<file path="src/spd_pkg.sv">
// Shared types and constants for the sphere pair distance core.
// Used by the axis lane, the square-root cell, the output skid and the top level.
// No dependencies.
package spd_pkg;

   // coordinate, box and radius width (unsigned fixed point)
   localparam int COORD_BITS = 32;
   localparam int TAG_BITS   = 32;
   // squared length and square-root widths
   localparam int SQ_BITS    = 2 * COORD_BITS;
   localparam int ROOT_BITS  = COORD_BITS;
   localparam int REM_BITS   = ROOT_BITS + 2;

   // stream widths
   localparam int REQ_FIELDS = 8;
   localparam int REQ_W      = REQ_FIELDS * COORD_BITS;
   localparam int RSP_W      = COORD_BITS + TAG_BITS;

   // configuration register indexes
   localparam int CSR_ADDR_W = 2;
   localparam logic [CSR_ADDR_W-1:0] CSR_PERIODIC_MODE = 2'd0;
   localparam logic [CSR_ADDR_W-1:0] CSR_BOX_SIZE_X    = 2'd1;
   localparam logic [CSR_ADDR_W-1:0] CSR_BOX_SIZE_Y    = 2'd2;
   localparam logic [CSR_ADDR_W-1:0] CSR_BOX_SIZE_Z    = 2'd3;

   // side-band travelling with each pair down the pipe
   typedef struct packed {
      logic                  valid;
      logic                  sep;
      logic [COORD_BITS-1:0] rsum;
      logic [TAG_BITS-1:0]   tag;
   } side_type;

   // working set of one square-root cell
   typedef struct packed {
      logic [REM_BITS-1:0]  rem;
      logic [ROOT_BITS-1:0] root;
      logic [SQ_BITS-1:0]   rad;
   } root_type;

   // one result beat
   typedef struct packed {
      logic                  sep;
      logic [TAG_BITS-1:0]   tag;
      logic [COORD_BITS-1:0] centre;
   } out_type;

endpackage

</file>
<file path="src/spd_axis_cell.sv">
// One axis lane: absolute difference, minimum-image wrap and square.
// Three register stages, advanced together by the shared enable.
// Depends on spd_pkg.
module spd_axis_cell (
   input  logic                           clock,
   input  logic                           en,
   input  logic                           periodic,
   input  logic [spd_pkg::COORD_BITS-1:0] box,
   input  logic [spd_pkg::COORD_BITS-1:0] coord_a,
   input  logic [spd_pkg::COORD_BITS-1:0] coord_b,
   output logic [spd_pkg::SQ_BITS-1:0]    sq
);

   localparam int CW = spd_pkg::COORD_BITS;

   logic [CW-1:0]               d_ff, d_in;
   logic [CW-1:0]               w_ff, w_in;
   logic [spd_pkg::SQ_BITS-1:0] sq_ff, sq_in;

   logic [CW:0] ab, ba, bd, db;
   logic        wrap;

   // stage 1: |a - b|, both subtractions side by side
   always_comb begin
      ab   = {1'b0, coord_a} - {1'b0, coord_b};
      ba   = {1'b0, coord_b} - {1'b0, coord_a};
      d_in = ab[CW] ? ba[CW-1:0] : ab[CW-1:0];
   end

   // stage 2: wrap when twice the difference exceeds the box
   always_comb begin
      wrap = periodic && ({d_ff, 1'b0} > {1'b0, box});
      bd   = {1'b0, box} - {1'b0, d_ff};
      db   = {1'b0, d_ff} - {1'b0, box};
      if (wrap) begin
         w_in = bd[CW] ? db[CW-1:0] : bd[CW-1:0];
      end else begin
         w_in = d_ff;
      end
   end

   // stage 3: square
   assign sq_in = w_ff * w_ff;

   always_ff @(posedge clock) begin
      if (en) begin
         d_ff  <= d_in;
         w_ff  <= w_in;
         sq_ff <= sq_in;
      end
   end

   assign sq = sq_ff;

endmodule

</file>
<file path="config.mk">
export PLATFORM = sky130hd
export DESIGN_NAME = spd_axis_cell
export DESIGN_NICKNAME = d
export VERILOG_FILES = /design/src/spd_pkg.sv /design/src/spd_axis_cell.sv
export SDC_FILE = /design/constraint.sdc
export NUM_CORES = 2
export LEC_CHECK = 0
export BUFFER_PORTS_ARGS = -buffer_cell sky130_fd_sc_hd__buf_4
export CORE_AREA = 2 2 273 275
export DETAILED_ROUTE_END_ITERATION = 12
export DIE_AREA = 0 0 275 277
export PLACE_DENSITY = 0.74
export SETUP_SLACK_MARGIN = 0.05
export SLEW_MARGIN = 20
export SYNTH_ARGS = -nofsm -noshare
export SYNTH_HDL_FRONTEND = slang
export SYNTH_SLANG_ARGS = --single-unit
</file>
<file path="constraint.sdc">
create_clock -name clock -period 9.66 [get_ports clock]
set_input_delay 0.483 -clock clock [delete_from_list [all_inputs] [get_ports clock]]
set_output_delay 0.483 -clock clock [all_outputs]
set_load 0.03 [all_outputs]
</file>
==> Yosys cells after proc, flatten, opt, wreduce, memory -nomap -nowiden <==
Cells that the tools add are included.
{ "word_totals": {"ff_bits": 128, "memories": 0, "ramBits": 0, "output_inout_bits": 64, "wordCells": 13, "mem_bits_ro": 0, "inputBits": 99, "latch_bits": 0} }
{ "classes": {"eq_ne": 0, "muxes": 3, "div_mod_pow": 0, "n_mul": 1, "bitwise": 0, "shifts": 0, "add_sub_neg": 4, "order_cmp": 1, "n_reduce_logical": 1} }
{ "ops": {"columns": ["cell", "count"], "rows": [
  ["$mux 32", 3],
  ["$sub 32x32->33", 2],
  ["$mul 32x32->64", 1],
  ["$sub 32x32->32", 2],
  ["$gt 33x32->1", 1],
  ["$logic_and 1x1->1", 1]
]} }

==> Logic depth before layout (Yosys ltp) <==
{ "depth": {"depth_word": 3, "ltp_mapped": 30, "mapped_depth_nobuf": 27} }

==> Least setup slack after synthesis <==
Ideal clock, no wire load.
{ "synth_timing": {"path_type": "register to register", "from": "register w_ff[14]", "to": "register sq_ff, in the netlist sq[63] (data pin)", "period_less_slack_ps": 7759, "setup_ps": 260, "arrival_time_ps": 7499, "path_stages_with_launch": 28, "required_ps": 9400, "setup_slack_ps": 1901, "n_path_buf": 2, "path_cell_list": "edfxtp_1 clkbuf_1 clkbuf_1 nand2_1 fa_1 inv_1 fa_1 inv_1 fa_1 fa_1 inv_1 fa_1 inv_1 fa_1 inv_1 fa_1 fa_1 ha_1 a21oi_1 a21boi_0 o31a_1 a41oi_1 a211o_1 a2111o_1 a31oi_1 o21bai_1 a21oi_1 xnor2_1"} }
{ "synth_via": {"elab_chain_len": 1} }
{ "synth_lines": {"columns": ["element", "line", "text"], "rows": [
  ["from (decl)", "spd_axis_cell.sv:17", "logic [CW-1:0] w_ff, w_in;"],
  ["from (signal assigned)", "spd_axis_cell.sv:48", "w_ff <= w_in;"],
  ["$mul 32x32->64", "spd_axis_cell.sv:43", "assign sq_in = w_ff * w_ff;"],
  ["via sq_in, one bit", "spd_axis_cell.sv:18", "logic [spd_pkg::SQ_BITS-1:0] sq_ff, sq_in;"],
  ["to (signal assigned)", "spd_axis_cell.sv:49", "sq_ff <= sq_in;"],
  ["to (decl)", "spd_axis_cell.sv:18", null]
]} }
The timed path passes the listed nets, and every way through them passes these cells.
A chain may end at the register's enable or synchronous reset.

==> Worst setup path after layout <==
{ "layout_timing": {"from": "register w_ff[4]", "to": "register sq_ff, in the netlist sq[63] (data pin)"} }
The elaborated chain is that of the path after synthesis.

==> out/qor.txt <==
Top sig layer -> met5
Antenna Violating Nets Remaining -> 0
Netlist Area Pre-Place -> 41,300 µm²
Worst reg2reg path startpoint -> w_ff[4]
First-pass GRT wire length -> 179,000 µm
CTS Hold Buffers Added -> 0
DP HPWL -> 92,400 µm
Commonest non-fill, non-tap cell in the layout -> inv_1
GPL Wtd Cong -> 0.999
Wire per inst -> 19.9 µm
CTS Root Cell -> clkbuf_16
Port Buffer Count -> 161
Worst-Skew Late Latency -> 0.51 ns
Worst path max stage delay -> 0.96 ns
Setup Skew -> 0.0191 ns
Initial Utilization -> 56.2%
Fillers -> 6,412
Die H -> 277 µm
Met2 WL -> 52,000 µm
GRT Residual Overflow -> 0
Final-report setup violation count -> 0
Post-synthesis sequential area ratio -> 9.23%
Final #Nets -> 5,922
Initial DRC count -> 2,139
Hold Crit Class -> in2reg
Top-level I/O count -> 163
Synth Register Bits -> 127
Vias in the first global route -> 33,600
WP data required -> 9.92 ns
Ys flop type -> edfxtp_1
Vias -> 31,100
Final core occ -> 59.8%
Cell repeated most along the worst path -> fa_1
Core footprint -> 73,600 µm²
Commonest cells after routing, fill and taps aside -> inv_1, fa_1, ha_1
Startpoint Class -> register
Outcome -> finished clean
RSZ-0062 raised after global routing -> no
Setup Fix Bufs, Post-CTS -> 0
Endpoint of the worst hold path -> d_ff[0]
Crit Path Category -> reg2reg
# diodes -> 0
Setup_tns -> 0 ns
Worst Path Max Fanout -> 18
Critical path arrival -> 9.00 ns
Slew headroom -> 20.8%
Maxcap violations -> 0
CP top delay family -> adder cells
Setup slack at placement -> 0.912 ns
Final WS setup -> 0.913 ns
Hold Startpoint -> coord_b[0]
Slew Limit Fails -> 0
Post-Synthesis Mean Instance Area -> 9.16 µm²
Slowest cell on the critical path -> edfxtp_1
CTS resizes -> 0
Layout area overhead -> 6.51%
Clk sink count -> 127
WP buf/inv -> 4
Syn. warnings -> 0
Post-synth ARST share -> 0%
Met1 WL -> 44,500 µm
Vias per inst -> 5.60
Share of cells above drive strength 1 -> 6.53%
Die W -> 275 µm
Crit share post-route -> 90.6%
Placed Area -> 43,400 µm²
Slew @ Worst Pin -> 1.19 ns
Min-Delay Path Depth -> 3
F_max -> 0.114 GHz
Met3 wire len -> 8550 µm
All-Layer GR Usage -> 30.3%
DIE AREA -> 76,200 µm²
Initial antenna violation count -> 1
Drt pass-1 iters -> 5
Placement row count -> 100
Clock Path Buffers -> 2
TritonCTS buffer count -> 17
CTS tree -> yes
Clock transition at path regs -> 0.08 ns
Post-Route WL -> 110,000 µm
Cell variety after synth -> 76
Cells after Synth -> 4,513
DRC Markers -> 0
Reg2Reg Capture Point -> sq[63]
R2R setup slack -> 0.91 ns
Final Cell Area -> 44,000 µm²
Synthesized Nets -> 5,866
Worst Reg2Reg Path Length in Cells -> 25
Hold Vio Cnt, Final -> 0
Crit end category -> register
Tmin final -> 8.75 ns
H-tree levels -> 4
Post-synth EDFFs -> 127
Pin count of the biggest net entering global routing -> 76
[tightest hold or removal path, cell delays in order]
cell	delay, ns
buf_4	0.08
ha_1	0.11
inv_1	0.03
[cell usage after synthesis (4+ instances only)]
cell | number | area share [%]
inv_1 | 1129 | 10
fa_1 | 796 | 39
ha_1 | 458 | 14
nand2_1 | 350 | 3.2
and2_1 | 244 | 3.7
a21oi_1 | 237 | 2.9
clkbuf_1 | 152 | 1.4
nor2_1 | 137 | 1.2
edfxtp_1 | 127 | 9.2
a21o_1 | 110 | 2.0
o21ai_0 | 103 | 1.2
xnor2_1 | 90 | 1.9
xor2_1 | 74 | 1.6
o21bai_1 | 46 | 0.84
nor2b_1 | 34 | 0.51
a31oi_1 | 31 | 0.47
mux2i_1 | 31 | 0.75
nand3_1 | 31 | 0.38
nand4_1 | 30 | 0.45
nor3_1 | 23 | 0.28
and3_1 | 21 | 0.32
a211oi_1 | 19 | 0.35
nand2b_1 | 19 | 0.29
a31o_2 | 18 | 0.38
o211ai_1 | 17 | 0.31
buf_2 | 14 | 0.17
or2_2 | 14 | 0.21
o21a_1 | 11 | 0.20
o31ai_1 | 10 | 0.18
a221oi_1 | 9 | 0.19
a2111oi_0 | 8 | 0.17
a21boi_0 | 8 | 0.15
a41oi_1 | 8 | 0.17
nor4_1 | 8 | 0.12
a221o_1 | 7 | 0.17
or3_1 | 7 | 0.11
a211o_1 | 5 | 0.11
mux2_2 | 5 | 0.14
o221ai_1 | 5 | 0.11
o31a_1 | 5 | 0.11
o41ai_1 | 5 | 0.11
nor3b_1 | 4 | 0.073
o21ai_1 | 4 | 0.048
[metal layers]
layer | GRT usage (%) | vias to the layer above
met3 | 5.79 | 265
li1 | - | 14100
met2 | 48.8 | 1190
met5 | 0 | -
met1 | 39.7 | 15500
met4 | 13.3 | 2
[final cells by class]
type | count | area, µm² | area share, %
multi-input combinational | 3079 | 32500 | 73.9
inverter | 1130 | 4240 | 9.64
sequential | 127 | 3810 | 8.66
timing repair buffer | 214 | 1610 | 3.66
tap | 969 | 1210 | 2.75
clock buffer | 17 | 425 | 0.966
clock inverter | 15 | 185 | 0.421
[registers in the layout (all words and copies together) (netlist names)]
name and cells:
w_ff 32, sq 63, d_ff 32
[how the worst max path moves through the flow]
stage | startpoint | to | slack (ns) | cells after the start
after floorplan | w_ff[14] | sq[63] | 1.90 | 27
after global placement | w_ff[4] | sq[63] | 1.08 | 25
after detailed placement | w_ff[14] | sq[63] | 0.91 | 25
after CTS | w_ff[14] | sq[63] | 0.93 | 25
after global routing | w_ff[14] | sq[63] | 0.51 | 25
final | w_ff[4] | sq[63] | 0.91 | 25
[metrics by stage]
step                      hold slack (ns)  std cells
after global routing                0.380       5551
after CTS                           0.324       5551
after detailed placement            0.702       5519
final                               0.355       5551
after global placement              0.675       5519
after floorplan                     0.505       4513
[cell families after synthesis]
logic type / after synthesis / share of synthesized area [%]
AO/OA/AOI/OAI: 696 / 10.9
other: 1 / 0.00907
XOR/XNOR: 164 / 3.48
multiplexers: 37 / 0.914
AND/OR/NAND/NOR: 927 / 11.0
adder cells (fa/ha/maj): 1254 / 52.4
buffers and inverters: 1307 / 12.1
flip-flops: 127 / 9.23
Power is not shown: default switching activity piles up to over one toggle a cycle in this logic, so the estimate is an artifact.
