### src/spd_pkg.sv
// Shared types and constants for the sphere pair distance core.
// Used by the axis lane, the square-root cell, the output skid and the top level.
// No dependencies.
package spd_pkg;

   // coordinate, box and radius width (unsigned fixed point)
   localparam int COORD_BITS = 32;
   localparam int TAG_BITS   = 32;
   // squared length and square-root widths
   localparam int SQ_BITS    = 2 * COORD_BITS;
   localparam int ROOT_BITS  = COORD_BITS;
   localparam int REM_BITS   = ROOT_BITS + 2;

   // stream widths
   localparam int REQ_FIELDS = 8;
   localparam int REQ_W      = REQ_FIELDS * COORD_BITS;
   localparam int RSP_W      = COORD_BITS + TAG_BITS;

   // configuration register indexes
   localparam int CSR_ADDR_W = 2;
   localparam logic [CSR_ADDR_W-1:0] CSR_PERIODIC_MODE = 2'd0;
   localparam logic [CSR_ADDR_W-1:0] CSR_BOX_SIZE_X    = 2'd1;
   localparam logic [CSR_ADDR_W-1:0] CSR_BOX_SIZE_Y    = 2'd2;
   localparam logic [CSR_ADDR_W-1:0] CSR_BOX_SIZE_Z    = 2'd3;

   // side-band travelling with each pair down the pipe
   typedef struct packed {
      logic                  valid;
      logic                  sep;
      logic [COORD_BITS-1:0] rsum;
      logic [TAG_BITS-1:0]   tag;
   } side_type;

   // working set of one square-root cell
   typedef struct packed {
      logic [REM_BITS-1:0]  rem;
      logic [ROOT_BITS-1:0] root;
      logic [SQ_BITS-1:0]   rad;
   } root_type;

   // one result beat
   typedef struct packed {
      logic                  sep;
      logic [TAG_BITS-1:0]   tag;
      logic [COORD_BITS-1:0] centre;
   } out_type;

endpackage

### src/spd_out_skid.sv
// Output register with a skid stage behind it.
// Ready towards the pipe is registered: it drops only once the skid holds a beat.
// Depends on spd_pkg.
module spd_out_skid (
   input  logic             clock,
   input  logic             reset,
   input  logic             in_valid,
   input  spd_pkg::out_type in_beat,
   output logic             in_ready,
   output logic             out_valid,
   output spd_pkg::out_type out_beat,
   input  logic             out_ready
);

   logic             out_valid_ff, out_valid_in;
   logic             skid_valid_ff, skid_valid_in;
   spd_pkg::out_type out_ff, out_in;
   spd_pkg::out_type skid_ff, skid_in;
   logic             take;

   always_comb begin
      take          = out_valid_ff && out_ready;
      out_valid_in  = out_valid_ff;
      skid_valid_in = skid_valid_ff;
      out_in        = out_ff;
      skid_in       = skid_ff;
      if (skid_valid_ff) begin
         // pipe is held, drain the skid first
         if (take) begin
            out_in        = skid_ff;
            skid_valid_in = 1'b0;
         end
      end else if (in_valid) begin
         if (!out_valid_ff || take) begin
            out_in       = in_beat;
            out_valid_in = 1'b1;
         end else begin
            skid_in       = in_beat;
            skid_valid_in = 1'b1;
         end
      end else if (take) begin
         out_valid_in = 1'b0;
      end
   end

   always_ff @(posedge clock) begin
      if (reset) begin
         out_valid_ff  <= 1'b0;
         skid_valid_ff <= 1'b0;
      end else begin
         out_valid_ff  <= out_valid_in;
         skid_valid_ff <= skid_valid_in;
      end
   end

   always_ff @(posedge clock) begin
      out_ff  <= out_in;
      skid_ff <= skid_in;
   end

   assign in_ready  = !skid_valid_ff;
   assign out_valid = out_valid_ff;
   assign out_beat  = out_ff;

`ifndef ASSERT_OFF
   // a beat in the skid always has one ahead of it
   a_skid_behind_out: assert property (@(posedge clock) disable iff (reset)
      skid_valid_ff |-> out_valid_ff)
      else $error("skid holds a beat while the output register is empty");

   // a beat arriving at a stalled output must land in the skid
   a_no_drop: assert property (@(posedge clock) disable iff (reset)
      (in_valid && !skid_valid_ff && out_valid_ff && !out_ready) |=> skid_valid_ff)
      else $error("beat arriving at a stalled output was lost");
`endif

endmodule

### config.mk
export PLATFORM = sky130hd
export DESIGN_NAME = spd_out_skid
export DESIGN_NICKNAME = d
export VERILOG_FILES = /design/src/spd_pkg.sv /design/src/spd_out_skid.sv
export SDC_FILE = /design/constraint.sdc
export NUM_CORES = 1
export LEC_CHECK = 0
export BUFFER_PORTS_ARGS = -buffer_cell sky130_fd_sc_hd__buf_4
export CORE_ASPECT_RATIO = 0.9
export CORE_UTILIZATION = 40
export CTS_BUF_LIST = sky130_fd_sc_hd__clkbuf_2 sky130_fd_sc_hd__clkbuf_4 sky130_fd_sc_hd__clkbuf_8
export CTS_CLUSTER_SIZE = 25
export DETAILED_ROUTE_END_ITERATION = 10
export GPL_ROUTABILITY_DRIVEN = 0
export PLACE_DENSITY = 0.6
export SLEW_MARGIN = 20
export SYNTH_ARGS = -nofsm -noshare
export SYNTH_HDL_FRONTEND = slang
export SYNTH_SLANG_ARGS = --single-unit
### constraint.sdc
create_clock -name clock -period 5.7 [get_ports clock]
set_input_delay 1.14 -clock clock [delete_from_list [all_inputs] [get_ports clock]]
set_output_delay 1.14 -clock clock [all_outputs]
set_load 0.05 [all_outputs]
### Yosys cells after proc, flatten, opt, wreduce, memory -nomap -nowiden

Cells that the tools add are included.

* bitwise logic cells: 2
* order comparisons: 0
* multipliers: 0
* div/mod/pow operators: 0
* add/subtract/negate cells: 0
* shift operators: 0
* reductions and logical operators: 10
* multiplexer cells: 11
* equal/unequal tests: 2

Operators with widths (number)
* $mux 65: 4
* $reduce_and 3->1: 3
* $mux 1: 7
* $reduce_bool 2->1: 3
* $ne 2x1->1 const B: 2
* $logic_not 1->1: 2
* $not 1->1: 2
* $logic_and 1x1->1: 1
* $logic_or 1x1->1: 1

* logic and storage cells: 33
* register bits after elaboration: 132
* bits in read-only memories: 0
* bits of input ports: 69
* memories kept: 0
* memory bits (writable): 0
* bits in latches: 0

### Longest topological paths before layout

Gate-level depths: netlist (run 1).

* depth after elaboration: 5
* depth in mapped cells: 4
* gate-level depth less buffers: 2

### Worst setup path after synthesis (run 1)

No wires, ideal clock.

* path type: in2reg
* start point: input port in_valid
* end point: register out_ff (netlist bit out_beat[0]), enable pin
* arrival: 4.388 ns
* required time: 5.190 ns
* slack: 0.803 ns
* stages on the path: 2
* buffers on the path: 0
* cells stage by stage: mux2i_1 -> a21oi_1

* word-level cells in the longest chain between the ends: 2

Ends and longest elaborated chain
* start: declaration: line spd_out_skid.sv:7 `input logic in_valid,`
* $reduce_bool 2->1 (no source line)
* $reduce_and 3->1 (no source line)
* end signal: assignment: line spd_out_skid.sv:57 `out_ff <= out_in;`
* end: declaration: line spd_out_skid.sv:17 `spd_pkg::out_type out_ff, out_in;`

Every way passes these cells.
A chain may end at the register's enable or synchronous reset.

### Worst setup path after layout (run 1)

* start point: register skid_valid_ff
* end point: output port in_ready

* word-level cells in the longest chain between the ends: 1

Ends and longest elaborated chain
* start: declaration: line spd_out_skid.sv:16 `logic skid_valid_ff, skid_valid_in;`
* start signal: assignment: line spd_out_skid.sv:52 `skid_valid_ff <= skid_valid_in;`
* $logic_not 1->1: line spd_out_skid.sv:61 `assign in_ready = !skid_valid_ff;`
* end: declaration: line spd_out_skid.sv:9 `output logic in_ready,`

Every way passes these cells.

==> out/qor.csv, run 1 <==
stage;metric;value;unit
run_status;status;finished clean;
timing;Fin Clk Skew;0.00608;ns
synthesis;syn avg cell area;23.5;µm²
synthesis;register area share after synthesis;0.777;
global_routing;initial antenna violation count;0;
synthesis;Distinct cells, synth;12;
clocking;CTS tree;built;
timing;Slew Viols, Final;0;
timing;Worst-Margin Slew;0.911;ns
global_routing;vias in the first global route;2418;
synthesis;Synth area leader;edfxtp_1;
worst_setup_path;kind of end point of the critical path;primary output;
clocking;Worst-path clk slew;0.07;ns
floorplan;Rows;38;
worst_setup_path;Reg-to-Reg End;out_beat[3];
drt;Post-route DRC;0;
worst_setup_path;Worst Path Required;4.56;ns
clocking;TritonCTS Sinks;132;
clocking;clk_lat worst skew;0.42;ns
layout;Area Overhead vs Synth;30.7;%
timing;final hold viol count;0;
timing;final setup fails;0;
synthesis;share of the synthesized area in the top cell type;0.769;
worst_setup_path;Crit path arrival time;1.49;ns
global_routing;pin count of the biggest net entering global routing;66;
synthesis;synth warn;0;
synthesis;synth top area cells;edfxtp_1 77%, mux2_4 19%, buf_6 1.8%;
clocking;setup bufs post-CTS;0;
worst_setup_path;crit-path cells;inv_1, buf_4;
timing;fin crit share;0.461;
pwr;Power Density;349;mW/mm²
global_routing;final global-route overflow total;0;
clocking;CTS Buffer Depth;2;
synthesis;number of flops mapped to enable cells by yosys;130;
worst_setup_path;end point of the critical path;in_ready;
placed_design;hpwl dp;5.63;mm
global_routing;All-Layer GR Usage;0.136;
min_path;Tightest Hold Check Type;register to register;
floorplan;die outline width;121;µm
layout;Nets;433;
layout;# diodes;0;
worst_setup_path;reg2reg start;skid_valid_ff;
floorplan;Starting Density;0.416;
floorplan;die area;0.0132;mm²
worst_setup_path;Crit path largest cell delay;0.70;ns
drt;final WL;8.49;mm
clocking;hold buffer count at cts;0;
layout;Filler cells;1008;
drt;via count;2445;
clocking;# H-tree levels;4;
clocking;root buf cell;clkbuf_8;
drt;detailed router's first-iteration violation count;138;
worst_setup_path;CP Max Fanout;30;
global_routing;first-pass GRT wire length;12.6;mm
layout;register area;0.00395;mm²
worst_setup_path;Worst R2R Setup Slack;3.13;ns
synthesis;Mapped Nets;285;
timing;fin crit period;2.63;ns
clocking;post_cts resized;0;
timing;Peak Freq;381;MHz
drt;post-route ant nets;0;
run;max-cap viol count;0;
synthesis;Synth Instances;216;
synthesis;top cells by count, synth;130 x edfxtp_1, 65 x mux2_4, 8 x buf_6, 3 x inv_1;
worst_setup_path;slowest CP cell;dfxtp_4;
synthesis;Post-synth ARST share;0;
synthesis;Post-Syn Area;0.00508;mm²
placed_design;port bufs;135;
placed_design;Post-Place Worst Slack;2.62;ns
worst_setup_path;Crit. Startpoint;skid_valid_ff;
timing;slew margin rel.;0.391;
layout;layout cells sized above 1;0.617;
timing;worst setup slack after layout;3.07;ns
synthesis;top-count cell post-synth;edfxtp_1;
drt;DR WL/cell;15.8;µm
drt;Via density;4.56;
timing;RSZ-0062 raised after global routing;false;
synthesis;ys flop type;edfxtp_1;
drt;drt first pass iters;4;
floorplan;IO Pins;136;
pwr;maximum vdd drop;0.229;mV
floorplan;DIE HEIGHT;109;µm
worst_setup_path;FF-to-FF path depth;3;
pwr;Leak Pwr;2.59;nW
clocking;total CTS buffers;17;
floorplan;core outline area;0.0122;mm²
layout;area of the multi-input gates;0.00105;mm²
synthesis;Yosys reg bits;132;
worst_setup_path;Worst Setup Path Type;register to primary output;
worst_setup_path;Startpoint Class;register;
timing;setup TNS;0;ns
power breakdown:
part	internal (mW)	switching (mW)
clock	0.463	0.333
combinational	0.141	0.218
sequential	1.14	0.0239
per-stage QoR:
stage                     hold slack, ns   util  total power [mW]  instance area [µm²]  std cells
after floorplan                    0.527      -              1.43                 5080        216
after global placement             0.530  0.510              1.54                 6230        505
after detailed placement           0.534  0.510              1.55                 6230        505
after CTS                          0.545  0.543              2.35                 6640        536
after global routing               0.557  0.543              2.40                 6640        536
final                              0.543  0.543              2.32                 6640        536
worst max-delay path, delay by kind of cell (launching register included):
kind | cells | cell delay, ns
buf+inv | 2 | 0.36
flops | 1 | 0.70
cell usage in the layout (no fill, tap or decap), types with 3 or more instances in the layout:
cell	synthesis	final
buf_4	0	137
clkbuf_8	0	17
clkinv_2	0	5
edfxtp_1	130	130
bufinv_16	0	4
inv_1	3	3
mux2_4	65	65
clkinv_1	0	4
registers in the layout (all words and copies together), names as in the netlist:
signal,count
out_beat,65
skid_valid_ff,1
skid_ff,65
out_valid,1
layer usage:
metal / wire length (µm) / up-vias / track usage
li1: - / 1152 / -
met1: 3570 / 1193 / 0.162
met2: 4150 / 93 / 0.208
met3: 660 / 7 / 0.0596
met4: 100 / 0 / 0.0741
met5: 0 / - / 0
worst min path at each step:
stage | depth (start not counted) | end | slack [ns] | startpoint
2_1_floorplan | 1 | out_beat[10] | 0.53 | skid_ff[10]
3_3_place_gp | 1 | out_beat[1] | 0.53 | skid_ff[1]
3_5_place_dp | 1 | out_beat[63] | 0.53 | skid_ff[63]
4_1_cts | 1 | out_beat[63] | 0.54 | skid_ff[63]
5_1_grt | 1 | out_beat[63] | 0.56 | skid_ff[63]
6_report | 1 | out_beat[63] | 0.54 | skid_ff[63]
cell type report:
type,instances,share of cell area
clock buffers,17,0.0353
repair buffers,137,0.155
flip-flops and latches,132,0.595
clock inverters,14,0.0253
multi-input cells,73,0.158
well taps,160,0.0302
inverters,3,0.00170
kinds of logic (layout without fill, tap and decap cells):
group / Yosys count / count (layout) / share of synthesized area
flip-flops: 132 / 132 / 0.777
multiplexers: 66 / 66 / 0.194
buffers and inverters: 11 / 171 / 0.0200
AO/OA/AOI/OAI: 4 / 4 / 0.00517
AND/OR/NAND/NOR: 3 / 3 / 0.00419
(Power assumes the default switching activity.)
==> run 2, diff against run 1 <==
==> constraint.sdc (replaced) <==
create_clock -name clock -period 2.45 [get_ports clock]
set_input_delay 0.49 -clock clock [delete_from_list [all_inputs] [get_ports clock]]
set_output_delay 0.49 -clock clock [all_outputs]
set_load 0.05 [all_outputs]
==> run 2 against run 1 <==
Net effect:
- global-route usage rose by 0.37 points
- clock power rose by 110%
- first-iteration DRC count fell by 26%
- clock skew rose by 0.0043 ns
- largest cell class unchanged
- critical path depth fell by 1
- critical path type unchanged
- total power rose by 130%
==> out/qor.csv, run 2 (same netlist as run 1, synthesis figures left out) <==
stage;metric;value;unit;change
run_status;status;finished clean;;unchanged
worst_setup_path;crit-path leading delay family;flip-flops;;unchanged
placed_design;dpl cells;508;;was 505
worst_setup_path;Crit path largest cell delay;0.41;ns;was 0.70 ns
timing;fin crit period;1.56;ns;
timing;fin crit share;0.636;;
pwr;power share of the combinational group;0.164;;was 0.155
drt;Via density;4.57;;was 4.56
worst_setup_path;Worst Path Required;1.96;ns;was 4.56 ns
clocking;setup bufs post-CTS;0;;unchanged
pwr;P_sw;1.34;mW;was 575 µW
placed_design;port bufs;135;;unchanged
global_routing;initial antenna violation count;0;;unchanged
floorplan;DIE HEIGHT;109;µm;unchanged
clocking;total CTS buffers;17;;unchanged
layout;Filler cells;990;;was 1,008
global_routing;final global-route overflow total;0;;unchanged
drt;post-route ant nets;0;;unchanged
layout;commonest non-fill, non-tap cell in the layout;buf_4;;unchanged
clocking;clk_lat worst skew;0.42;ns;about the same
worst_setup_path;slowest CP cell;dfxtp_2;;was dfxtp_4
timing;final hold viol count;0;;unchanged
floorplan;Starting Density;0.416;;unchanged
floorplan;core outline area;0.0122;mm²;unchanged
global_routing;All-Layer GR Usage;0.140;;was 0.136
layout;Area Overhead vs Synth;31.3;%;was 30.7%
pwr;sequential share of power;0.511;;was 0.501
min_path;Tightest Hold Check Type;input port to register;;was register to register
worst_setup_path;Bufs and invs on worst path;1;;was 2
drt;DR WL/cell;16.1;µm;was 15.8 µm
worst_setup_path;Worst Setup Path Type;register to primary output;;unchanged
layout;# diodes;0;;unchanged
clocking;post_cts resized;0;;unchanged
worst_setup_path;Crit path arrival time;1.07;ns;was 1.49 ns
layout;non-filler cells, final;539;;was 536
global_routing;pin count of the biggest net entering global routing;66;;unchanged
pwr;Power Density;789;mW/mm²;was 349 mW/mm²
pwr;Clock power frac;0.325;;was 0.344
worst_setup_path;CP Max Fanout;7;;was 30
floorplan;Rows;38;;unchanged
drt;drt first pass iters;4;;unchanged
worst_setup_path;Worst R2R Setup Slack;0.92;ns;was 3.13 ns
layout;layout cells sized above 1;0.628;;was 0.617
timing;Fin Clk Skew;0.0103;ns;was 0.00608 ns
pwr;Leak Pwr;2.60;nW;was 2.59 nW
layout;area of the multi-input gates;0.00105;mm²;unchanged
floorplan;die area;0.0132;mm²;unchanged
clocking;CTS tree;built;;unchanged
worst_setup_path;end point of the critical path;out_valid;;was in_ready
drt;via count;2462;;was 2,445
drt;detailed router's first-iteration violation count;102;;was 138
worst_setup_path;Reg-to-Reg End;out_beat[8];;was out_beat[3]
clocking;hold buffer count at cts;0;;unchanged
pwr;maximum vdd drop;0.572;mV;was 0.229 mV
layout;register area;0.00395;mm²;about the same
run;max-cap viol count;0;;unchanged
worst_setup_path;reg2reg start;skid_valid_ff;;unchanged
drt;Post-route DRC;0;;unchanged
worst_setup_path;kind of end point of the critical path;primary output;;unchanged
timing;final setup fails;0;;unchanged
floorplan;die outline width;121;µm;unchanged
timing;setup TNS;0;ns;unchanged
timing;Slew Viols, Final;0;;unchanged
clocking;TritonCTS Sinks;132;;unchanged
clocking;Worst-path clk slew;0.08;ns;was 0.07 ns
timing;slew margin rel.;0.583;;was 0.391
floorplan;IO Pins;136;;unchanged
pwr;Pint;3.92;mW;was 1.74 mW
pwr;switching share of total power;0.255;;was 0.248
timing;RSZ-0062 raised after global routing;false;;unchanged
clocking;# H-tree levels;4;;unchanged
global_routing;vias in the first global route;2444;;was 2,418
worst_setup_path;crit-path cells;buf_4;;was inv_1, buf_4
drt;final WL;8.70;mm;was 8.49 mm
worst_setup_path;Crit. Startpoint;out_valid;;was skid_valid_ff
clocking;root buf cell;clkbuf_8;;unchanged
clocking;CTS Buffer Depth;2;;unchanged
layout;Nets;436;;was 433
worst_setup_path;Critical Path Stages;1;;was 2
placed_design;hpwl dp;5.67;mm;was 5.63 mm
global_routing;first-pass GRT wire length;13.1;mm;was 12.6 mm
timing;Worst-Margin Slew;0.626;ns;was 0.911 ns
worst_setup_path;Startpoint Class;register;;unchanged
worst_setup_path;FF-to-FF path depth;2;;was 3
layout;finished layout cell area;0.00667;mm²;was 0.00664 mm²
layout;commonest non-fill, non-tap cells in the layout;137 x buf_4, 130 x edfxtp_1, 65 x mux2_4;;unchanged
timing;Peak Freq;642;MHz;
placed_design;dpl cell area;0.00630;mm²;was 0.00623 mm²
[run 2: changes by cell type in the layout (fill, tap and decap cells not counted)]
cell	before	now
clkbuf_4	0	4
dfxtp_1	1	0
buf_12	0	3
dfxtp_2	0	1
clkinv_2	5	2
clkinv_1	4	2
bufinv_16	4	2
clkinvlp_4	1	2
clkinv_4	0	2
[run 2: power groups by stage]
| stage | registers (mW) | logic [mW] | clock network, mW |
|---|---|---|---|
| after floorplan | 3.07 | 0.244 | 0 |
| after global placement | 2.74 | 0.870 | 0 |
| after detailed placement | 2.74 | 0.876 | 0 |
| after CTS | 2.69 | 0.877 | 1.77 |
| after global routing | 2.70 | 0.907 | 1.85 |
| final | 2.69 | 0.865 | 1.71 |
[run 2: worst min-delay path by stage]
stage                  startpoint           end  slack [ns]  depth (start not counted)
finish                in_beat[51]   skid_ff[51]        0.25                          1
global route          in_beat[37]   skid_ff[37]        0.21                          1
CTS                   in_beat[51]   skid_ff[51]        0.22                          1
detailed placement  skid_valid_ff     out_valid        0.51                          1
global placement    skid_valid_ff     out_valid        0.51                          1
floorplan             skid_ff[10]  out_beat[10]        0.53                          1
[run 2: area by class of cell]
cell class | instances | share of cell area
clock inverter | 10 | 0.0165
multi-input combinational | 73 | 0.157
timing repair buffer | 140 | 0.163
clock buffer | 21 | 0.0396
sequential | 132 | 0.592
tap | 160 | 0.0300
inverter | 3 | 0.00169
[run 2: per-layer routing]
metal | global-route usage | routed length (µm) | vias to the layer above
met5 | 0 | 0 | -
met4 | 0.0635 | 104 | 0
met3 | 0.0643 | 742 | 9
met2 | 0.192 | 3840 | 97
met1 | 0.188 | 4010 | 1199
li1 | - | - | 1157
[run 2: metrics by stage]
step	util	worst slack (ns)	hold slack (ns)	total power, mW
5_1_grt	0.546	0.813	0.215	5.46
3_3_place_gp	0.515	0.704	0.505	3.61
2_1_floorplan	-	0.0956	0.527	3.32
4_1_cts	0.546	0.853	0.221	5.34
3_5_place_dp	0.515	0.690	0.510	3.61
6_report	0.546	0.893	0.254	5.26
