==> src/spd_pkg.sv <==
// Shared types and constants for the sphere pair distance core.
// Used by the axis lane, the square-root cell, the output skid and the top level.
// No dependencies.
package spd_pkg;

   // coordinate, box and radius width (unsigned fixed point)
   localparam int COORD_BITS = 32;
   localparam int TAG_BITS   = 32;
   // squared length and square-root widths
   localparam int SQ_BITS    = 2 * COORD_BITS;
   localparam int ROOT_BITS  = COORD_BITS;
   localparam int REM_BITS   = ROOT_BITS + 2;

   // stream widths
   localparam int REQ_FIELDS = 8;
   localparam int REQ_W      = REQ_FIELDS * COORD_BITS;
   localparam int RSP_W      = COORD_BITS + TAG_BITS;

   // configuration register indexes
   localparam int CSR_ADDR_W = 2;
   localparam logic [CSR_ADDR_W-1:0] CSR_PERIODIC_MODE = 2'd0;
   localparam logic [CSR_ADDR_W-1:0] CSR_BOX_SIZE_X    = 2'd1;
   localparam logic [CSR_ADDR_W-1:0] CSR_BOX_SIZE_Y    = 2'd2;
   localparam logic [CSR_ADDR_W-1:0] CSR_BOX_SIZE_Z    = 2'd3;

   // side-band travelling with each pair down the pipe
   typedef struct packed {
      logic                  valid;
      logic                  sep;
      logic [COORD_BITS-1:0] rsum;
      logic [TAG_BITS-1:0]   tag;
   } side_type;

   // working set of one square-root cell
   typedef struct packed {
      logic [REM_BITS-1:0]  rem;
      logic [ROOT_BITS-1:0] root;
      logic [SQ_BITS-1:0]   rad;
   } root_type;

   // one result beat
   typedef struct packed {
      logic                  sep;
      logic [TAG_BITS-1:0]   tag;
      logic [COORD_BITS-1:0] centre;
   } out_type;

endpackage

==> src/spd_sqrt_cell.sv <==
// One cell of the square-root chain: settles one root bit per cell.
// Takes two radicand bits, trial-subtracts 4*root+1, hands on to the next cell.
// Depends on spd_pkg.
module spd_sqrt_cell (
   input  logic              clock,
   input  logic              reset,
   input  logic              en,
   input  spd_pkg::root_type work_i,
   input  spd_pkg::side_type side_i,
   output spd_pkg::root_type work_o,
   output spd_pkg::side_type side_o
);

   localparam int RB = spd_pkg::ROOT_BITS;
   localparam int SB = spd_pkg::SQ_BITS;
   localparam int MB = spd_pkg::REM_BITS;

   spd_pkg::root_type work_ff, work_in;
   spd_pkg::side_type side_ff;

   logic [MB-1:0] shifted;
   logic [MB-1:0] trial;

   // restoring step
   always_comb begin
      shifted = {work_i.rem[RB-1:0], work_i.rad[SB-1 -: 2]};
      trial   = {work_i.root, 2'b01};
      work_in.rad = {work_i.rad[SB-3:0], 2'b00};
      if (shifted >= trial) begin
         work_in.rem  = shifted - trial;
         work_in.root = {work_i.root[RB-2:0], 1'b1};
      end else begin
         work_in.rem  = shifted;
         work_in.root = {work_i.root[RB-2:0], 1'b0};
      end
   end

   always_ff @(posedge clock) begin
      if (reset) begin
         side_ff.valid <= 1'b0;
      end else if (en) begin
         side_ff <= side_i;
      end
   end

   always_ff @(posedge clock) begin
      if (en) begin
         work_ff <= work_in;
      end
   end

   assign work_o = work_ff;
   assign side_o = side_ff;

endmodule

==> config.mk <==
export PLATFORM = sky130hd
export DESIGN_NAME = spd_sqrt_cell
export DESIGN_NICKNAME = d
export VERILOG_FILES = /design/src/spd_pkg.sv /design/src/spd_sqrt_cell.sv
export SDC_FILE = /design/constraint.sdc
export NUM_CORES = 1
export LEC_CHECK = 0
export ABC_AREA = 1
export BUFFER_PORTS_ARGS = -buffer_cell sky130_fd_sc_hd__buf_4
export CORE_MARGIN = 3
export CORE_UTILIZATION = 24
export DETAILED_ROUTE_END_ITERATION = 7
export SYNTH_ARGS = -nofsm -noshare
export SYNTH_HDL_FRONTEND = slang
export SYNTH_SLANG_ARGS = --single-unit
==> constraint.sdc <==
create_clock -name clock -period 4.45 [get_ports clock]
set_input_delay 0.445 -clock clock [delete_from_list [all_inputs] [get_ports clock]]
set_output_delay 0.445 -clock clock [all_outputs]
set_load 0.02 [all_outputs]
### Word level (Yosys, flattened, before mapping)

Index checks and enable logic that the tools add are counted.

* register bits: 194
* input port bits: 199
* output and inout bits: 196
* word-level logic and storage cells: 12

* add/sub/neg operators: 1
* $lt $le $gt $ge: 1
* muxes and demuxes: 1
* bitwise operators: 1
* reductions and logical operators: 1

Operators by type and width (count)
* $mux W66: 1
* $ge A34 B34 Y1: 1
* $sub A34 B34 Y34: 1
* $reduce_and A2 Y1: 1
* $not A1 Y1: 1

### Logic depth before layout (Yosys ltp)

Gate-level depths: netlist (run 1).

* word-level depth: 2
* mapped depth: 16
* depth with buffers taken out: 15

### Worst setup path after synthesis (run 1)

Ideal clock, no wire load.

* kind: input port to flip-flop
* start point: input en
* end point: register side_ff, in the netlist side_o[0] (enable)
* library setup time: 0.490 ns
* data arrival time: 3.230 ns
* required time: 3.960 ns
* setup slack: 0.730 ns
* stages on the path: 2
* path buffers: 0
* cells stage by stage: inv_1 nor2_1

* longest elaborated chain between the ends: 1

RTL lines
* from (decl): line spd_sqrt_cell.sv:7 `input logic en,`
* $reduce_and A2 Y1 (no line)
* to (signal assigned): line spd_sqrt_cell.sv:42 `side_ff <= side_i;`
* to (decl): line spd_sqrt_cell.sv:19 `spd_pkg::side_type side_ff;`

No other way between the ends.
A chain may end at the register's enable or synchronous reset.

==> results.ini, run 1 <==
[die]
num_rows = 69
coreArea_sq_um = 36000
die_area_sq_um = 39400
die_w_microns = 198
pin_count = 395
dieHeight_microns = 198
start_util_pct = 24.7

[detailed_routing]
drc_errors = 0
detail_route.vias_per_cell = 4.25
dr.pass1.iters = 8
vias = 7274
wl_microns = 29400
ant_nets = 0
routedWlPerCell_microns = 17.2
dr.first_iter.drc_count = 416

[sta]
final.period_utilization_pct = 55.0
setup_viol = 0
drv_slew = 0
rsz0062_at_grt = false
max_slew.worst_pin.slew_ps = 959
fin_crit_ps = 2450
skew_ps = 0
finalHoldViolCount = 0
fin_ws_ps = 2000
tns_ps = 0
relSlewSlack_pct = 35.4
max_freq_mhz = 409

[setup_path]
arrival_ps = 2650
path_delay_family = simple AND/OR/NAND/NOR gates
crit_buf_inv = 2
crit_fanout = 4
cp-end-kind = flop
required_ps = 4650
critical_path_class = in -> reg
worst_path_most_repeated_cell = nand2_1
path_cells = buf_4 > inv_1 > ha_1 > nand2_1 > nor2_1 > nand2_1 > o21ai_0 > nand2_1 > nand2_1 > nand2_1 > nand3_1 > nand2_1
slowest_delay_ps = 760
startpoint_type = primary input
cp_slowest_cell = o21ai_0

[finish]
layout-drive-gt1-share_pct = 35.9
fillers = 3667
post_layout_nonfiller_instances = 1713
final_area_sq_um = 13000
fin_nets = 1471
final_common_cell = buf_4
multi_input_area_sq_um = 2510
seq_area_sq_um = 5820
area_growth_pct = 45.8
final_cell_mix = 393 x buf_4, 271 x nand2_1, 193 x edfxtp_1

[clock_network]
clk_pin_slew_ps = 80
cts_resized = 0
cts_root_buf = clkbuf_16
hold_buffers = 0
clock_latency_ps = 440
clock_path_buffers = 2
h-tree-depth = 4
numCtsBuffers = 17
post_cts_buffers = 0
cts_sinks = 194
cts_tree = built

[power]
clkPwrFrac_pct = 31.8
power_w = 0.00485
seq_power_share_pct = 46.2
swShare_pct = 30.3
p_sw_w = 0.00147
combPwrFrac_pct = 22.0
power_density_nw_per_um2 = 375
intPower_w = 0.00338
leakage_nw = 6.08
ir_drop_mv = 0.277

[placement]
io_buffers = 390
gp_congestion = 0.923
dp_slack_ps = 1590
place_hpwl_microns = 23500
dp.cells = 1680
dpl_cell_area_sq_um = 12400

[synth]
avgSynthCellArea_sq_um = 10.7
yosysWarningCount = 0
netlist_instances = 832
ys_types = 29
ys_seq_area_share_pct = 65.4
syn_area_sq_um = 8890
synth_seq_cells = 194

[global_routing]
grt_pass1_vias = 7277
grt_usage_pct = 14.4
grt_antenna_before_repair = 2
grt.overflow.total = 0
grt_pass1_wl_microns = 42400
grt_max_degree = 64

[flow_run]
maxCapViolCount = 0

[run_status]
outcome = completed

[worst_hold_path]
hold_path.class = in -> reg

[through the flow]
step | hold slack (ps) | util, %
finish | 171 | 36.0
global route | 131 | 36.0
CTS | 134 | 36.0
detailed placement | 452 | 34.3
global placement | 451 | 34.3
floorplan | 514 | -
[layer usage]
metal / track usage, % / vias to the layer above / routed length [microns]
li1: - / 3538 / -
met1: 15.2 / 3413 / 10800
met2: 26.7 / 273 / 15600
met3: 3.64 / 48 / 2060
met4: 6.87 / 2 / 994
met5: 0 / - / 12
[worst register-to-register path: stages (launching register included)]
cell and delay, ps:
dfxtp_1 330, nand2_1 50, a21oi_1 100
[worst paths after layout]
| kind | start | endpoint | slack (ps) | cells after the start |
|---|---|---|---|---|
| worst min register to register | side_o[65] | side_o[65] | 460 | 2 |
| worst min-delay path | work_i[38] | work_o[40] | 170 | 1 |
| worst max-delay path | work_i[70] | work_o[117] | 2000 | 12 |
| worst max register to register | side_o[65] | side_o[65] | 3900 | 2 |
[power by group through the flow]
stage                     Combinational (W)  Clock, W  Sequential [W]
after CTS                           0.00108   0.00161         0.00225
final                               0.00107   0.00154         0.00224
after floorplan                    0.000350         0         0.00249
after detailed placement            0.00108         0         0.00229
after global placement              0.00107         0         0.00228
after global routing                0.00116   0.00168         0.00226
[flip-flops by register name, summed over array words and instances (netlist names)]
signal / cells
side_o: 66
work_o: 128
[synth_stat cells, drive strengths merged]
cell type	number	area share, %
dfxtp	1	0.23
xor2	14	1.4
conb	1	0.042
inv	131	5.6
buf	8	0.89
nor3	4	0.23
edfxtp	193	65
xnor2	3	0.30
nor3b	1	0.085
nand4	8	0.56
o21ai	13	0.73
a21o	1	0.085
nor2	56	2.5
nand2	285	13
o21bai	3	0.25
nand3	38	2.2
nand3b	6	0.51
ha	34	4.8
a21oi	30	1.7
and2	2	0.14
[logic make-up (layout without fill, tap and decap cells)]
logic type	after synthesis	in the layout	synth area share [%]
AO/OA/AOI/OAI	47	47	2.80
XOR/XNOR	17	17	1.68
adder cells (fa/ha/maj)	34	34	4.79
buffers and inverters	139	557	6.45
flip-flops	194	194	65.4
other	1	3	0.0422
AND/OR/NAND/NOR	400	400	18.8
[layout make-up]
| type | count | share of cell area (%) |
|---|---|---|
| well taps | 461 | 4.45 |
| clock buffers | 18 | 3.31 |
| flip-flops and latches | 194 | 44.9 |
| multi-input cells | 500 | 19.4 |
| inverters | 131 | 3.81 |
| diodes | 1 | 0.0193 |
| repair buffers | 394 | 22.9 |
| clock inverters | 14 | 1.27 |
No activity file was read; power rests on OpenSTA's default activity.
==> run 2: changes to the inputs <==
==> constraint.sdc (replaced) <==
create_clock -name clock -period 2.5 [get_ports clock]
set_input_delay 0.25 -clock clock [delete_from_list [all_inputs] [get_ports clock]]
set_output_delay 0.25 -clock clock [all_outputs]
set_load 0.02 [all_outputs]
==> run 2 against run 1 <==
Clock power grew 73%. Total power grew 82%. Non-clock buffer count up 173. Critical path depth rose by 4. Global-route usage up 1.3 points. Cell count is 10% higher. Worst hold slack got worse by 120 ps. Sequential power up 79%. Count of clock-buffer cells in the layout stayed put. Largest cell class unchanged. Highest routed layer unchanged.
==> results.ini, run 2 (synthesized netlist as in run 1, its figures left out) <==
[sta]
skew_ps = 0
drv_slew = 0
rsz0062_at_grt = false
max_freq_mhz = 425
relSlewSlack_pct = 66.7
tns_ps = 0
finalHoldViolCount = 0
final.period_utilization_pct = 94.2
max_slew.worst_pin.slew_ps = 500
setup_viol = 0
fin_crit_ps = 2350
fin_hold_ws_ps = 50.0

[clock_network]
cts_tree = built
numCtsBuffers = 17
h-tree-depth = 4
clock_latency_ps = 440
clk_pin_slew_ps = 80
post_cts_buffers = 0
cts_sinks = 194
clock_path_buffers = 2
cts_root_buf = clkbuf_16

[finish]
fillers = 3500
fin_nets = 1644
post_layout_nonfiller_instances = 1887
seq_area_sq_um = 5820
layout-drive-gt1-share_pct = 33.4
final_common_cell = buf_4
final_cell_mix = 403 x buf_4, 267 x nand2_1, 193 x edfxtp_1
area_growth_pct = 65.7
multi_input_area_sq_um = 2550
largest_reg_flops = 128

[die]
dieHeight_microns = 198
coreArea_sq_um = 36000
pin_count = 395
die_area_sq_um = 39400
start_util_pct = 24.7
num_rows = 69
die_w_microns = 198

[global_routing]
grt_usage_pct = 15.7
grt_pass1_vias = 8233
grt_max_degree = 70
grt_pass1_wl_microns = 46600
grt.overflow.total = 0
grt_antenna_before_repair = 3

[setup_path]
crit_fanout = 18
startpoint_type = primary input
crit_buf_inv = 5
arrival_ps = 2560
cp-end-kind = flop
slowest_delay_ps = 540
critical_path_class = in -> reg
required_ps = 2700
cp_slowest_cell = dlygate4sd3_1
reg2reg_slack_ps = 1930
path_delay_family = simple AND/OR/NAND/NOR gates
worst_path_most_repeated_cell = nand2_1
path_cells = dlygate4sd3_1 > buf_4 > inv_1 > ha_1 > nand2_1 > nor2_2 > nand2_1 > nor2_1 > nand2_1 > nand3_2 > nand2_2 > nand2_8 > inv_4 > buf_12 > nand2_1 > nand2_1

[power]
clkPwrFrac_pct = 30.2
ir_drop_mv = 0.491
power_density_nw_per_um2 = 602
seq_power_share_pct = 45.1
combPwrFrac_pct = 24.7
swShare_pct = 29.8
intPower_w = 0.00622
leakage_nw = 6.82
p_sw_w = 0.00264

[detailed_routing]
routedWlPerCell_microns = 16.9
vias = 7847
dr.pass1.iters = 6
drc_errors = 0
ant_nets = 0
dr.first_iter.drc_count = 314
wl_microns = 31900
detail_route.vias_per_cell = 4.16

[worst_hold_path]
hold_path.class = in -> reg

[flow_run]
maxCapViolCount = 0

[placement]
io_buffers = 390
gp_congestion = 0.883
dp.cells = 1695
place_hpwl_microns = 24000

[run_status]
outcome = completed

==> run 2: changes by cell type in the layout (fill, tap and decap cells not counted), sizes merged <==
| cell | previous run | this run |
|---|---|---|
| buf | 394 | 409 |
| clkinv | 7 | 5 |
| dlygate4sd3 | 0 | 158 |
| diode | 1 | 2 |
| inv | 136 | 137 |
| clkinvlp | 2 | 3 |
==> run 2: through the flow <==
step	instance area, sq um	total power [W]	utilization, %	setup slack, ps
global route	14700	0.00930	40.9	6.75
detailed placement	12500	0.00605	34.8	175
floorplan	8890	0.00505	-	106
CTS	14700	0.00900	40.8	89.5
finish	14700	0.00886	40.9	145
global placement	12500	0.00603	34.8	182
==> run 2: layout make-up <==
cell class | instances | share of cell area, %
Sequential cell | 194 | 39.5
Timing Repair Buffer | 567 | 32.0
Multi-Input combinational cell | 500 | 17.3
Tap cell | 461 | 3.92
Inverter | 131 | 3.36
Clock buffer | 18 | 2.91
Clock inverter | 14 | 0.986
Antenna cell | 2 | 0.0340
==> run 2: path summary, 6_finish.rpt <==
check              from          end  cells past startpoint
max          work_i[87]  work_o[127]                     16
min          side_i[24]   side_o[24]                      1
max reg2reg  side_o[65]   side_o[65]                      2
min reg2reg  side_o[65]   side_o[65]                      2
==> run 2: routing by layer <==
layer | global-route usage [%] | vias up | share of wire, %
met5 | 0 | - | 0.041
met4 | 6.92 | 2 | 3.7
met2 | 29.5 | 266 | 53
met1 | 16.6 | 3644 | 37
met3 | 3.71 | 52 | 6.0
li1 | - | 3883 | -
==> run 2: timing repair <==
| item | 4_1_cts | 5_1_grt |
|---|---|---|
| hold buffers | 158 | 0 |
| hold endpoints to repair | 158 | 0 |
| setup endpoints to repair | 0 | 29 |
| resized for setup | 0 | 13 |
==> run 2: power groups by stage <==
stage	Clock [W]	Combinational, W	Sequential (W)
floorplan	0	0.000624	0.00442
global placement	0	0.00197	0.00407
detailed placement	0	0.00198	0.00407
CTS	0.00280	0.00220	0.00400
global route	0.00290	0.00237	0.00402
finish	0.00267	0.00219	0.00400
==> run 3: changes to the inputs <==
--- a/config.mk
+++ b/config.mk
@@ -7,9 +7,10 @@
 export LEC_CHECK = 0
 export ABC_AREA = 1
 export BUFFER_PORTS_ARGS = -buffer_cell sky130_fd_sc_hd__buf_4
-export CORE_MARGIN = 3
-export CORE_UTILIZATION = 24
+export CORE_AREA = 3 3 153 155
 export DETAILED_ROUTE_END_ITERATION = 7
+export DIE_AREA = 0 0 156 158
+export PLACE_DENSITY = 0.69
 export SYNTH_ARGS = -nofsm -noshare
 export SYNTH_HDL_FRONTEND = slang
 export SYNTH_SLANG_ARGS = --single-unit
==> run 3 against run 2 <==
Clock skew is the same. Clock power grew 3%. Non-clock buffer count shrank 3. Sequential power is essentially flat. Total power grew 0.68%. Global-route usage grew 8.3 points. Cell count shrank 9.8%. Critical path depth shrank 3. Via count grew 2.4%. Final area shrank 1.7%. Critical path type unchanged. Critical endpoint is now work_o[122].
==> results.ini, run 3 (synthesized netlist as in run 1, its figures left out) <==
[placement]
io_buffers = 390
place_hpwl_microns = 21900
dpl_cell_area_sq_um = 12300
gp_congestion = 0.955
dp.cells = 1513

[global_routing]
grt_usage_pct = 24.0
grt_pass1_vias = 8244
grt_antenna_before_repair = 1
grt.overflow.total = 0
grt_pass1_wl_microns = 45400
grt_max_degree = 71

[setup_path]
required_ps = 2680
startpoint_type = primary input
arrival_ps = 2530
cp-end-kind = flop
critical_path_class = in -> reg
crit_fanout = 19

[power]
ir_drop_mv = 0.451
power_density_nw_per_um2 = 617
leakage_nw = 6.82

[die]
dieHeight_microns = 158
pin_count = 395
num_rows = 54
start_util_pct = 40.5
die_area_sq_um = 24600
coreArea_sq_um = 22000
die_w_microns = 156

[sta]
max_freq_mhz = 425
drv_slew = 0
skew_ps = 0
final.period_utilization_pct = 94.1
fin_hold_ws_ps = 20.3
setup_viol = 0
finalHoldViolCount = 0
fin_crit_ps = 2350

[finish]
final_cell_mix = 403 x buf_4, 267 x nand2_1, 193 x edfxtp_1
fin_nets = 1641
post_layout_nonfiller_instances = 1702
area_growth_pct = 62.8
largest_reg_flops = 128
final_common_cell = buf_4
layout-drive-gt1-share_pct = 33.1
final_area_sq_um = 14500

[clock_network]
post_cts_buffers = 0
clk_pin_slew_ps = 80
numCtsBuffers = 17
clock_latency_ps = 430
clock_path_buffers = 2
cts_tree = built
h-tree-depth = 4
cts_sinks = 194
cts_root_buf = clkbuf_16

[detailed_routing]
wl_microns = 30600
dr.first_iter.drc_count = 451
drc_errors = 0
detail_route.vias_per_cell = 4.72
ant_nets = 0
vias = 8038
dr.pass1.iters = 5
routedWlPerCell_microns = 18.0

[run_status]
outcome = completed

[worst_hold_path]
hold_path.class = in -> reg

[flow_run]
maxCapViolCount = 0

==> run 3: cell type report <==
type,count,area (sq um)
Clock buffer,18,429
Sequential cell,194,5820
Fill cell,1657,7490
Antenna cell,1,2.50
Timing Repair Buffer,564,4670
Tap cell,280,350
Multi-Input combinational cell,500,2540
Clock inverter,14,163
Inverter,131,494
==> run 3: worst max-delay path: stages <==
cell	delay [ps]
dlygate4sd3_1	520
buf_4	110
inv_1	40
ha_1	340
a21oi_2	230
o21ai_0	160
a21oi_1	210
nand3_2	120
nand2_2	120
nand2_8	70
buf_6	170
nand3_1	120
nand2_1	60
==> run 3: path summary, 6_finish.rpt <==
check / start / end / slack, ps / cells after the start
min: work_i[84] / work_o[85] / 20 / 1
max reg2reg: side_o[65] / side_o[65] / 1940 / 2
min reg2reg: side_o[65] / side_o[65] / 460 / 2
max: work_i[85] / work_o[122] / 150 / 13
==> run 3: layer usage <==
metal	routed length [microns]	up-vias	track usage (%)
met2	16700	312	46.3
li1	-	3884	-
met5	0	-	0
met1	11300	3790	26.6
met3	1790	52	4.40
met4	765	0	7.78
==> run 3: metrics by stage <==
step | setup TNS, ps | worst slack, ps | total power (W) | util [%]
floorplan | 0 | 106 | 0.00505 | -
global placement | 0 | 188 | 0.00598 | 55.9
detailed placement | 0 | 172 | 0.00600 | 55.9
CTS | 0 | 93.0 | 0.00894 | 65.6
global route | -3.21 | -3.21 | 0.00928 | 65.9
finish | 0 | 148 | 0.00892 | 65.9
==> run 3: where the power goes <==
| part | total (W) | internal, W | switching (W) |
|---|---|---|---|
| clock | 0.00274 | 0.00135 | 0.00139 |
| combinational | 0.00218 | 0.000972 | 0.00121 |
| sequential | 0.00400 | 0.00391 | 0.0000899 |
==> run 3: repair_timing <==
action,in CTS,in global routing
endpoints found under the setup margin,0,34
gates resized for setup,0,12
hold buffers,154,2
endpoints found under the hold margin,154,2
